**src/design/time_ordered_waypoint_table_defines.svh**
```systemverilog
// Assertion macros shared by the waypoint table design.
`ifndef TIME_ORDERED_WAYPOINT_TABLE_DEFINES_SVH
`define TIME_ORDERED_WAYPOINT_TABLE_DEFINES_SVH

// Same-cycle implication, sampled on clk and disabled during reset.
`define TWT_ASSERT_IMP(lbl, ante, cons, msg) \
    lbl: assert property (@(posedge clk) disable iff (!rst_n) (ante) |-> (cons)) \
        else $error(msg);

// Next-cycle implication, sampled on clk and disabled during reset.
`define TWT_ASSERT_NXT(lbl, ante, cons, msg) \
    lbl: assert property (@(posedge clk) disable iff (!rst_n) (ante) |=> (cons)) \
        else $error(msg);

`endif

```
**src/design/twt_pkg.sv**
```systemverilog
// Package with the shared types and constants of the waypoint table.
`timescale 1ns / 1ps
package twt_pkg;

    // Default number of waypoint cells in the ring.
    localparam int TWT_DEPTH_DEFAULT = 64;

    // Width of the remaining-count field and its saturation value.
    localparam int REM_W   = 7;
    localparam int REM_MAX = 127;

    // Width of the read index field.
    localparam int IDX_W = 6;

    // Operation codes of an input word.
    typedef enum logic [1:0] {
        OP_APPEND = 2'd0,
        OP_QUERY  = 2'd1,
        OP_READ   = 2'd2,
        OP_NONE   = 2'd3
    } op_t;

    // Sequencer states.
    typedef enum logic [1:0] {
        ST_IDLE,
        ST_SCAN,
        ST_FINISH
    } state_t;

    // One stored waypoint.
    typedef struct packed {
        logic [31:0]        tstamp;
        logic signed [31:0] x;
        logic signed [31:0] y;
        logic signed [31:0] z;
        logic signed [31:0] pitch;
        logic signed [31:0] roll;
        logic signed [31:0] yaw;
    } entry_t;

    // Ring control from the sequencer to the cell chain.
    typedef struct packed {
        logic shift;
        logic inject;
    } ring_ctl_t;

endpackage

```
**src/design/twt_ctrl.sv**
```systemverilog
// Sequencer of the waypoint table: rotates the ring once per word and forms the result.
`timescale 1ns / 1ps
module twt_ctrl
    import twt_pkg::*;
#(
    parameter int TABLE_DEPTH = TWT_DEPTH_DEFAULT
)
(
    input  logic                                 clk,
    input  logic                                 rst_n,
    input  logic                                 in_valid,
    output logic                                 in_stall,
    input  logic [1:0]                           op,
    input  logic [31:0]                          time_stamp,
    input  logic signed [31:0]                   pos_x,
    input  logic signed [31:0]                   pos_y,
    input  logic signed [31:0]                   pos_z,
    input  logic signed [31:0]                   pitch_in,
    input  logic signed [31:0]                   roll_in,
    input  logic signed [31:0]                   yaw_in,
    input  logic [IDX_W-1:0]                     entry_index,
    input  entry_t                               head,
    output ring_ctl_t                            ring,
    output entry_t                               new_entry,
    output logic [$clog2(TABLE_DEPTH+1)-1:0]     count,
    output logic                                 out_valid,
    input  logic                                 out_stall,
    output logic                                 accepted,
    output logic                                 found,
    output logic [31:0]                          out_time,
    output logic signed [31:0]                   out_x,
    output logic signed [31:0]                   out_y,
    output logic signed [31:0]                   out_z,
    output logic signed [31:0]                   out_pitch,
    output logic signed [31:0]                   out_roll,
    output logic signed [31:0]                   out_yaw,
    output logic [REM_W-1:0]                     remaining
);

    localparam int CW   = $clog2(TABLE_DEPTH + 1);
    localparam int RW   = (TABLE_DEPTH > 1) ? $clog2(TABLE_DEPTH) : 1;
    localparam int CMPW = (CW > IDX_W) ? CW : IDX_W;
    localparam int SATW = (CW > REM_W) ? CW : REM_W;

    state_t           state_reg, state_next;
    logic [RW-1:0]    r_reg;
    logic [CW-1:0]    count_reg;
    logic             ok_reg;
    logic             found_reg;
    logic             out_valid_reg;
    op_t              op_reg;
    logic [31:0]      time_reg;
    entry_t           new_reg;
    logic [IDX_W-1:0] idx_reg;
    entry_t           cap_reg;
    logic [CW-1:0]    qrem_reg;
    logic             accepted_reg;
    logic             found_out_reg;
    entry_t           out_entry_reg;
    logic [REM_W-1:0] remaining_reg;

    logic          in_accept;
    logic          out_take;
    logic          finish;
    logic [CW-1:0] r_cnt;
    logic          in_range;
    logic          is_tail;
    logic          late;
    logic          hit;
    logic          append_ok;
    logic [CW-1:0] rem_val;

    // Handshake terms.
    assign in_accept = in_valid && !in_stall;
    assign out_take  = out_valid_reg && !out_stall;
    assign finish    = (state_reg == ST_FINISH) && (!out_valid_reg || !out_stall);

    // Compare terms for the entry now at the head of the ring.
    assign r_cnt    = CW'(r_reg);
    assign in_range = r_cnt < count_reg;
    assign is_tail  = (count_reg != '0) && (r_cnt == count_reg - CW'(1));
    assign late     = head.tstamp > time_reg;
    assign hit      = (state_reg == ST_SCAN) && in_range &&
                      (((op_reg == OP_QUERY) && !found_reg && late) ||
                       ((op_reg == OP_READ) && (CMPW'(r_reg) == CMPW'(idx_reg))));
    assign append_ok = (op_reg == OP_APPEND) && ok_reg;

    // Next state.
    always_comb
    begin
        state_next = state_reg;
        unique case (state_reg)
            ST_IDLE:
            begin
                if (in_valid)
                begin
                    state_next = ST_SCAN;
                end
            end
            ST_SCAN:
            begin
                if (r_reg == RW'(TABLE_DEPTH - 1))
                begin
                    state_next = ST_FINISH;
                end
            end
            ST_FINISH:
            begin
                if (!out_valid_reg || !out_stall)
                begin
                    state_next = ST_IDLE;
                end
            end
            default:
            begin
                state_next = ST_IDLE;
            end
        endcase
    end

    // Outputs of the sequencer.
    always_comb
    begin
        in_stall    = (state_reg != ST_IDLE);
        ring.shift  = (state_reg == ST_SCAN);
        ring.inject = (state_reg == ST_SCAN) && append_ok && (r_cnt == count_reg);
    end

    // Remaining count before saturation.
    always_comb
    begin
        if (op_reg == OP_QUERY)
        begin
            rem_val = found_reg ? qrem_reg : '0;
        end
        else if (append_ok)
        begin
            rem_val = count_reg + CW'(1);
        end
        else
        begin
            rem_val = count_reg;
        end
    end

    // Control registers.
    always_ff @(posedge clk or negedge rst_n)
    begin
        if (!rst_n)
        begin
            state_reg     <= ST_IDLE;
            r_reg         <= '0;
            count_reg     <= '0;
            ok_reg        <= 1'b0;
            found_reg     <= 1'b0;
            out_valid_reg <= 1'b0;
        end
        else
        begin
            state_reg <= state_next;
            if (in_accept)
            begin
                r_reg     <= '0;
                ok_reg    <= (count_reg != CW'(TABLE_DEPTH));
                found_reg <= 1'b0;
            end
            else if (state_reg == ST_SCAN)
            begin
                if (r_reg != RW'(TABLE_DEPTH - 1))
                begin
                    r_reg <= r_reg + RW'(1);
                end
                // An earlier arrival time than the tail entry rejects the append.
                if ((op_reg == OP_APPEND) && is_tail && late)
                begin
                    ok_reg <= 1'b0;
                end
                if (hit)
                begin
                    found_reg <= 1'b1;
                end
            end
            if (finish && append_ok)
            begin
                count_reg <= count_reg + CW'(1);
            end
            if (finish)
            begin
                out_valid_reg <= 1'b1;
            end
            else if (out_take)
            begin
                out_valid_reg <= 1'b0;
            end
        end
    end

    // Word capture, hit capture and result register.
    always_ff @(posedge clk)
    begin
        if (in_accept)
        begin
            op_reg   <= op_t'(op);
            time_reg <= time_stamp;
            new_reg  <= '{tstamp: time_stamp, x: pos_x, y: pos_y, z: pos_z,
                          pitch: pitch_in, roll: roll_in, yaw: yaw_in};
            idx_reg  <= entry_index;
        end
        if (hit)
        begin
            cap_reg  <= head;
            qrem_reg <= count_reg - r_cnt;
        end
        if (finish)
        begin
            accepted_reg  <= append_ok;
            found_out_reg <= found_reg;
            out_entry_reg <= found_reg ? cap_reg : '0;
            remaining_reg <= (SATW'(rem_val) > SATW'(REM_MAX)) ? REM_W'(REM_MAX)
                                                              : REM_W'(rem_val);
        end
    end

    assign new_entry = new_reg;
    assign count     = count_reg;
    assign out_valid = out_valid_reg;
    assign accepted  = accepted_reg;
    assign found     = found_out_reg;
    assign out_time  = out_entry_reg.tstamp;
    assign out_x     = out_entry_reg.x;
    assign out_y     = out_entry_reg.y;
    assign out_z     = out_entry_reg.z;
    assign out_pitch = out_entry_reg.pitch;
    assign out_roll  = out_entry_reg.roll;
    assign out_yaw   = out_entry_reg.yaw;
    assign remaining = remaining_reg;

endmodule

```
**config.mk**
```make
export PLATFORM = sky130hd
export DESIGN_NAME = twt_ctrl
export DESIGN_NICKNAME = d
export VERILOG_FILES = /design/src/design/time_ordered_waypoint_table_defines.svh /design/src/design/twt_pkg.sv /design/src/design/twt_ctrl.sv
export SDC_FILE = /design/constraint.sdc
export NUM_CORES = 1
export LEC_CHECK = 0
export BUFFER_PORTS_ARGS = -buffer_cell sky130_fd_sc_hd__buf_2
export CORE_AREA = 2 2 359 361
export DETAILED_ROUTE_END_ITERATION = 12
export DIE_AREA = 0 0 361 363
export SLEW_MARGIN = 15
export SYNTH_ARGS = -nofsm -noshare
export SYNTH_HDL_FRONTEND = slang
export SYNTH_SLANG_ARGS = --single-unit
```
**constraint.sdc**
```tcl
create_clock -name clk -period 28 [get_ports clk]
set_input_delay 0 -clock clk [delete_from_list [all_inputs] [get_ports clk]]
set_output_delay 0 -clock clk [all_outputs]
set_load 0.1 [all_outputs]
```
==> metrics.yaml, run 1 <==
status: "finished, final reports clean"
synthCells: 1264
crit_slowest_cell: "buf_4"
io_pins: 928
avgSynthCellArea_um2: 19.7
track_usage_pct: 15.0
start_util_pct: 19.6
dieArea_um2: 131000
hp-class: "in2reg"
finalSetupTns_ns: 0
startpoint_type: "register"
gp_congestion: 0.910
crit_top_cell: "buf_4"
ys_top_cells_by_area: "edfxtp_1 (84%), and2_1 (5.7%), ha_1 (2.1%)"
grt_pass1_vias: 18600
die_y_um: 363
rsz0062_at_grt: "false"
die_w_um: 361
grt_use_met1_pct: 16.9
dp_hpwl_um: 73400
cellPowerDensity_nw_per_um2: 72.5
syn_area_um2: 24900
clk_pin_slew_ns: 0.06
drive_above_1_share_pct: 37.2
fin_crit_sh_pct: 18.2
clk_latency_ns: 0.67
finalClockSkew_ns: 0.0329
cp.arrival_ns: 5.36
maxSlewViolCount: 0
grt_max_degree: 168
clockBufferDepth: 3
ctsResizeCount: 0
vdd_drop_max_mv: 0.0531
clock-root-buffer: "clkbuf_16"
slew-limit-headroom_pct: 26.7
ys_async_sr_fraction_pct: 2.52
fin_cells: 4587
dp_cells: 3827
nets: 3347
cts_tree: "done"
drv_cap: 0
rows: 131
use_met2_pct: 25.0
antenna_found_initial: 57
drc_errors: 0
vias_per_cell: 3.91
fin_crit_ns: 5.10
htreeDepth: 3
first_iter_violations: 1601
synthToLayoutAreaGrowth_pct: 61.6
worstSetupEndpointType: "register"
ys_ff_latch: 714
synth_top_area_share_pct: 84.0
p_leak_nw: 15.6
crit_family: "buffers and inverters"
synthTopCellsByCount: "edfxtp_1 (696), and2_1 (228), ha_1 (42), inv_1 (42), a21oi_1 (39)"
hold_slack_ns: 0.0575
post_cts_buffers: 0
crit_chain: "inv_1 -> ha_1 -> nand2_1 -> o21ai_1 -> a211oi_2 -> a2111oi_2 -> o21ai_1 -> a21oi_4 -> buf_4 -> buf_4 -> buf_4"
core_um2: 127000
synth_cell_type_count: 51
cpPeakStageDelay_ns: 0.80
required_ns: 28.27
num_vias: 17900
worst_slew_pin_slew_ns: 1.10
crit_fanout: 65
drt_wl_total_um: 102000
cts.sinks: 714
hold_viol_final: 0
setup_violations: 0
max_freq_ghz: 0.196
grt_overflow: 0
ant_nets: 0
synth_area_leader_cell: "edfxtp_1"
firstDrtPassIters: 8
busiest_layer: "met2"
critPathBufInv: 4
yosys.cell_count.top_type: "edfxtp_1"
cts_buffers: 80
cts_hold_buf: 597
syn-num-nets: 1767
synth_enable_flop_cells: 696
crit_type: "reg2reg"
ys.flop_type: "edfxtp_1"
synth.yosys.seq_area_share_pct: 85.8
use_met3_pct: 5.41
ys_warn_count: 0
grt_pass1_wl_um: 138000
io_buffers: 927
routedWlPerCell_um: 22.3
## worst reg2reg max path: stages, from the launching register on
cell       delay, ns
edfxtp_1        0.35
inv_1           0.05
ha_1            0.35
nand2_1         0.07
o21ai_1         0.58
a211oi_2        0.22
a2111oi_2       0.39
o21ai_1         0.17
a21oi_4         0.14
buf_4           0.65
buf_4           0.78
buf_4           0.95
## path summary, 6_finish.rpt
| path | from | to | slack (ns) | cells after the start |
|---|---|---|---|---|
| worst max-delay path | new_entry[219] | cap_reg[219] | 22.90 | 11 |
| worst min-delay path | time_stamp[1] | new_entry[193] | 0.06 | 2 |
| worst max register to register | new_entry[219] | cap_reg[219] | 22.90 | 11 |
| worst min register to register | cap_reg[204] | out_time[12] | 0.52 | 1 |
| max in group asynchronous | rst_n | found_reg | 26.55 | 3 |
| min in group asynchronous | rst_n | r_reg[4] | 0.69 | 3 |
## power breakdown
group / internal (mW) / total [mW] / switching (mW)
Clock: 0.620 / 1.06 / 0.440
Sequential: 1.25 / 1.29 / 0.0363
Combinational: 0.146 / 0.566 / 0.420
## final cells by class
type	instances	area, um2
Fill cell	12400	86800
Sequential cell	714	21400
Timing Repair Buffer	1536	10700
Multi-Input combinational cell	467	3250
Clock buffer	89	2090
Tap cell	1662	2080
Clock inverter	50	512
Inverter	45	169
Antenna cell	24	60.1
## per-layer routing
layer,vias to the layer above,routed length [um]
met4,14,5160
met1,8764,38400
met2,1012,48500
met5,-,86
li1,7894,-
met3,254,9890
## cell usage in the layout, fill, tap and decap left out, drive strengths merged, types with 24 or more instances in the layout
cell / count
edfxtp: 696
clkinv: 30
a21oi: 40
and2: 228
ha: 42
dlygate4sd3: 597
clkbuf: 89
inv: 50
diode: 24
buf: 939
## through the flow
| step | instance area (um2) | utilization, % | setup slack, ns | total power, mW |
|---|---|---|---|---|
| final | 40200 | 31.7 | 22.90 | 2.92 |
| after global routing | 40200 | 31.7 | 22.36 | 3.02 |
| after CTS | 40200 | 31.6 | 22.58 | 2.94 |
| after detailed placement | 31600 | 24.9 | 22.62 | 1.80 |
| after global placement | 31600 | 24.9 | 22.72 | 1.80 |
| after floorplan | 24900 | - | 13.67 | 1.69 |
## cells by family after synthesis
logic type	share of synthesized area, %
flops	85.8
simple gates	7.91
buf+inv	1.28
compound gates	1.74
fa+ha+maj	2.19
xor+xnor	1.09
Power figures use the tool's default switching activity.
==> inputs of run 2 (changes only) <==
==> constraint.sdc (replaced) <==
create_clock -name clk -period 4.7 [get_ports clk]
set_input_delay 0 -clock clk [delete_from_list [all_inputs] [get_ports clk]]
set_output_delay 0 -clock clk [all_outputs]
set_load 0.1 [all_outputs]
==> run 2 against run 1 <==
  * Die area unchanged
  * Total power rose to 6.1 times the previous value
  * Worst setup slack worse by 22 ns
  * Clock skew down 0.0037 ns
  * Critical path type unchanged
  * Largest power group unchanged
==> metrics.yaml, run 2 (same netlist as run 1, synthesis figures left out) <==
comb_power_share_pct: 19.6  # +0.2 points
pwr-share-seq_pct: 43.2  # -1.0 points
rsz0062_at_grt: "false"
ctsResizeCount: 0  # unchanged
die_y_um: 363  # unchanged
worstSetupEndpointType: "register"
nets: 3386  # +1.2%
gp_congestion: 0.956  # +5.1%
dp_hpwl_um: 80200  # +9.3%
max_freq_ghz: 0.295  # +50%
p_leak_nw: 15.9  # +1.4%
hold_viol_final: 0  # unchanged
cts_hold_buf: 627  # +5.0%
setup_violations: 0  # unchanged
p_switching_mw: 5.50  # +510%
cp.arrival_ns: 3.67  # -1.69 ns
clk_pin_slew_ns: 0.06  # about the same
p_clk_share_pct: 37.2  # +0.9 points
dieArea_um2: 131000  # unchanged
switching_share_pct: 31.0  # +0.32 points
track_usage_pct: 16.1  # +1.1 points
fin_cells: 4632  # +0.98%
slew-limit-headroom_pct: 31.3  # +4.6 points
firstDrtPassIters: 5  # -3
crit_chain: "inv_2 -> ha_4 -> nand2_1 -> o21ai_0 -> a22oi_2 -> a2111oi_2 -> o21ai_1 -> a21oi_4 -> buf_12"
internal-power_mw: 12.2  # +500%
cts_buffers: 82  # +2.5%
grt_max_degree: 220  # +31%
die_w_um: 361  # unchanged
core_um2: 127000  # unchanged
dp_cells: 3832  # +0.13%
crit_slowest_cell: "o21ai_0"
num_vias: 18200  # +1.3%
finalClockSkew_ns: 0.0292  # -0.00373 ns
n_fill_cell: 12400  # -0.26%
crit_type: "reg2reg"
final_cell_mix: "buf_2 (927), edfxtp_1 (696), dlygate4sd3_1 (629)"
io_buffers: 927  # unchanged
vias_per_cell: 3.92  # +0.33%
critPathBufInv: 2  # -2
post_cts_buffers: 0  # unchanged
antenna_found_initial: 63  # +11%
drc_errors: 0  # unchanged
grt_pass1_vias: 19100  # +2.5%
routedWlPerCell_um: 23.6  # +5.9%
final_common_cell: "buf_2"
clk_latency_ns: 0.66  # about the same
status: "finished, final reports clean"
htreeDepth: 3  # unchanged
cellPowerDensity_nw_per_um2: 433  # +500%
cpPeakStageDelay_ns: 0.56  # -0.24 ns
synthToLayoutAreaGrowth_pct: 64.3
crit_fanout: 95  # +46%
grt_overflow: 0  # unchanged
start_util_pct: 19.6  # unchanged
placed_area_um2: 31800  # +0.66%
crit_family: "compound AO/OA/AOI/OAI gates"
drt_wl_total_um: 109000  # +7.0%
final_cell_area_um2: 40900  # +1.6%
ant_nets: 0  # unchanged
drv_cap: 0  # unchanged
io_pins: 928  # unchanged
rows: 131  # unchanged
vdd_drop_max_mv: 0.386  # +630%
hp-class: "in2reg"
grt_pass1_wl_um: 147000  # +6.4%
first_iter_violations: 1397  # -13%
finalPower_mw: 17.7  # +510%
required_ns: 4.98  # -23.29 ns
clock-root-buffer: "clkbuf_16"
fin_crit_ns: 3.39  # -1.70 ns
startpoint_type: "register"
fin_crit_sh_pct: 72.2  # +54 points
cts_tree: "done"
cts.sinks: 714  # unchanged
maxSlewViolCount: 0  # unchanged
clockBufferDepth: 3  # unchanged
drive_above_1_share_pct: 37.6  # +0.37 points
worst_slew_pin_slew_ns: 1.03  # -0.0724 ns
## run 2: worst paths after layout
check | to | depth (start not counted) | start | slack, ns
min in group asynchronous | count[3] | 3 | rst_n | 0.65
max reg2reg | cap_reg[204] | 9 | new_entry[211] | 1.31
min | new_entry[142] | 2 | pos_y[14] | 0.07
max | cap_reg[204] | 9 | new_entry[211] | 1.31
max in group asynchronous | found_reg | 3 | rst_n | 3.30
min reg2reg | out_z[12] | 1 | cap_reg[108] | 0.52
## run 2: layout make-up
class                           count  area (um2)  area share (%)
Inverter                           45         169           0.413
Clock inverter                     49         571            1.40
Sequential cell                   714       21400            52.2
Timing Repair Buffer             1573       11200            27.3
Clock buffer                       96        2150            5.25
Multi-Input combinational cell    467        3340            8.17
Tap cell                         1662        2080            5.09
Antenna cell                       26        65.1           0.159
## run 2: power groups by stage
stage	Sequential (mW)	Combinational (mW)	Clock, mW
after CTS	7.64	3.48	6.79
final	7.65	3.47	6.60
after global placement	7.77	3.00	0
after floorplan	9.20	0.735	0
after detailed placement	7.77	3.02	0
after global routing	7.68	3.63	7.02
## run 2: routing by layer
layer | share of wire (%) | global-route usage [%] | vias to the layer above
li1 | - | - | 7983
met3 | 9.2 | 6.18 | 237
met4 | 3.8 | 5.92 | 28
met1 | 38 | 18.2 | 8984
met5 | 0.17 | 0 | -
met2 | 49 | 27.4 | 942
## run 2: metrics by stage
stage          utilization [%]  hold WS (ns)  setup WS [ns]  TNS [ns]
2_1_floorplan                -        -0.296          -1.87   -516.13
3_3_place_gp              25.0      -0.00745           1.28         0
3_5_place_dp              25.0       0.00215           1.21         0
4_1_cts                   32.1     0.0000496           1.21         0
5_1_grt                   32.2       0.00294           1.09         0
6_report                  32.2        0.0707           1.31         0
==> inputs of run 3 (changes only) <==
==> constraint.sdc (replaced) <==
create_clock -name clk -period 3.3 [get_ports clk]
set_input_delay 0 -clock clk [delete_from_list [all_inputs] [get_ports clk]]
set_output_delay 0 -clock clk [all_outputs]
set_load 0.1 [all_outputs]
==> run 3 against run 2 <==
  * Worst hold slack worse by 0.024 ns
  * Cell count rose by 0.24%
  * Highest routed layer unchanged
  * Critical path type unchanged
  * Die area is the same
  * Via count rose by 0.56%
  * Combinational power increased by 44%
  * Worst setup slack worse by 1.1 ns
  * Register-to-register slack got worse by 1.1 ns
  * Sequential power increased by 42%
==> metrics.yaml, run 3 (same netlist as run 1, synthesis figures left out) <==
dp_hpwl_um: 80900  # +0.88%
crit_fanout: 38  # -60%
num_vias: 18300  # +0.56%
cts.sinks: 714  # unchanged
p_switching_mw: 7.65  # +39%
rows: 131  # unchanged
die_y_um: 363  # unchanged
max_freq_ghz: 0.325  # +10%
worstSetupEndpointType: "register"
final_common_cell: "buf_2"
drive_above_1_share_pct: 38.2  # +0.58 points
grt_pass1_vias: 19300  # +1.0%
die_w_um: 361  # unchanged
grt_pass1_wl_um: 147000  # +0.21%
comb_power_share_pct: 20.2  # +0.6 points
n_fill_cell: 12400  # -0.024%
fin_crit_sh_pct: 93.3  # +21 points
p_clk_share_pct: 36.1  # -1.1 points
maxSlewViolCount: 0  # unchanged
clockBufferDepth: 3  # unchanged
rsz0062_at_grt: "false"
status: "finished, final reports clean"
p_leak_nw: 15.9  # +0.49%
routedWlPerCell_um: 23.3  # -1.3%
switching_share_pct: 30.8  # -0.24 points
worst_slew_pin_slew_ns: 0.967  # -0.0593 ns
fin_crit_ns: 3.08  # -0.315 ns
nets: 3398  # +0.35%
crit_type: "reg2reg"
pwr-share-seq_pct: 43.7  # +0.5 points
final_core_util_pct: 32.2  # +0.061 points
dieArea_um2: 131000  # unchanged
io_pins: 928  # unchanged
slew-limit-headroom_pct: 35.3  # +4.0 points
grt_max_degree: 139  # -37%
internal-power_mw: 17.2  # +41%
ant_nets: 0  # unchanged
drc_errors: 0  # unchanged
cts_tree: "done"
htreeDepth: 3  # unchanged
ctsResizeCount: 0  # unchanged
drt_wl_total_um: 108000  # -1.1%
gp_congestion: 1.01  # +5.6%
hold_slack_ns: 0.0469  # -0.0238 ns
setup_violations: 0  # unchanged
cellPowerDensity_nw_per_um2: 607  # +40%
clk_latency_ns: 0.68  # +0.02 ns
first_iter_violations: 1391  # -0.43%
clock-root-buffer: "clkbuf_16"
startpoint_type: "register"
finalPower_mw: 24.8  # +40%
final_cell_area_um2: 41000  # +0.19%
antenna_found_initial: 70  # +11%
firstDrtPassIters: 5  # unchanged
finalClockSkew_ns: 0.0424  # +0.0132 ns
track_usage_pct: 16.0  # -0.081 points
vdd_drop_max_mv: 0.546  # +41%
clk_pin_slew_ns: 0.06  # about the same
io_buffers: 927  # unchanged
drv_cap: 0  # unchanged
final_cell_mix: "buf_2 (927), edfxtp_1 (696), dlygate4sd3_1 (615)"
hp-class: "in2reg"
start_util_pct: 19.6  # unchanged
cp.arrival_ns: 3.43  # -0.24 ns
grt_overflow: 0  # unchanged
synthToLayoutAreaGrowth_pct: 64.6
hold_viol_final: 0  # unchanged
required_ns: 3.65  # -1.33 ns
core_um2: 127000  # unchanged
placed_area_um2: 32100  # +1.1%
cts_buffers: 80  # -2.4%
vias_per_cell: 3.94  # +0.32%
## run 3: timing repair
action,CTS,global route
buffers inserted,0,0
hold buffers,615,0
endpoints found under the hold margin,511,0
## run 3: final timing paths
| kind | cells after the start | startpoint | to | slack [ns] |
|---|---|---|---|---|
| setup / recovery | 10 | new_entry[207] | cap_reg[112] | 0.22 |
| hold / removal | 2 | head[128] | cap_reg[128] | 0.05 |
| setup reg to reg | 10 | new_entry[207] | cap_reg[112] | 0.22 |
| hold reg to reg | 1 | cap_reg[43] | out_roll[11] | 0.52 |
| max in group asynchronous | 3 | rst_n | found_reg | 1.92 |
| min in group asynchronous | 3 | rst_n | count[3] | 0.65 |
## run 3: power groups by stage
stage	clock network [mW]	registers [mW]	logic [mW]
2_1_floorplan	0	13.1	1.05
3_3_place_gp	0	11.0	4.34
3_5_place_dp	0	11.0	4.35
4_1_cts	9.23	10.8	5.01
5_1_grt	9.57	10.9	5.24
6_report	8.98	10.9	5.01
## run 3: layout make-up
type | count | area, um2 | share of cell area [%]
flip-flops and latches | 714 | 21400 | 52.1
inverters | 45 | 169 | 0.412
clock buffers | 98 | 2120 | 5.18
multi-input cells | 467 | 3340 | 8.16
repair buffers | 1587 | 11300 | 27.7
well taps | 1662 | 2080 | 5.08
clock inverters | 41 | 470 | 1.15
diodes | 29 | 72.6 | 0.177
## run 3: critical path, cell delays in order, from the launching register on
cell and delay, ns:
edfxtp_1 0.35, inv_1 0.05, ha_1 0.31, nand4_1 0.17, or3_1 0.54, a21oi_1 0.18
or4_4 0.20, o21ai_1 0.11, a21oi_4 0.29, buf_12 0.23, buf_12 0.26
## run 3: stage by stage
| stage | worst slack, ns | setup TNS [ns] | instances |
|---|---|---|---|
| floorplan | -3.27 | -1175.53 | 1264 |
| global placement | 0.178 | 0 | 3860 |
| detailed placement | 0.119 | 0 | 3860 |
| CTS | 0.0891 | 0 | 4614 |
| global route | 0.000558 | 0 | 4631 |
| finish | 0.222 | 0 | 4643 |
## run 3: layer usage
layer	GRT usage (%)	share of wire, %	up-vias
li1	-	-	8013
met1	18.1	38	9009
met2	27.3	49	951
met3	5.52	8.2	265
met4	6.85	4.6	38
met5	0	0.21	-
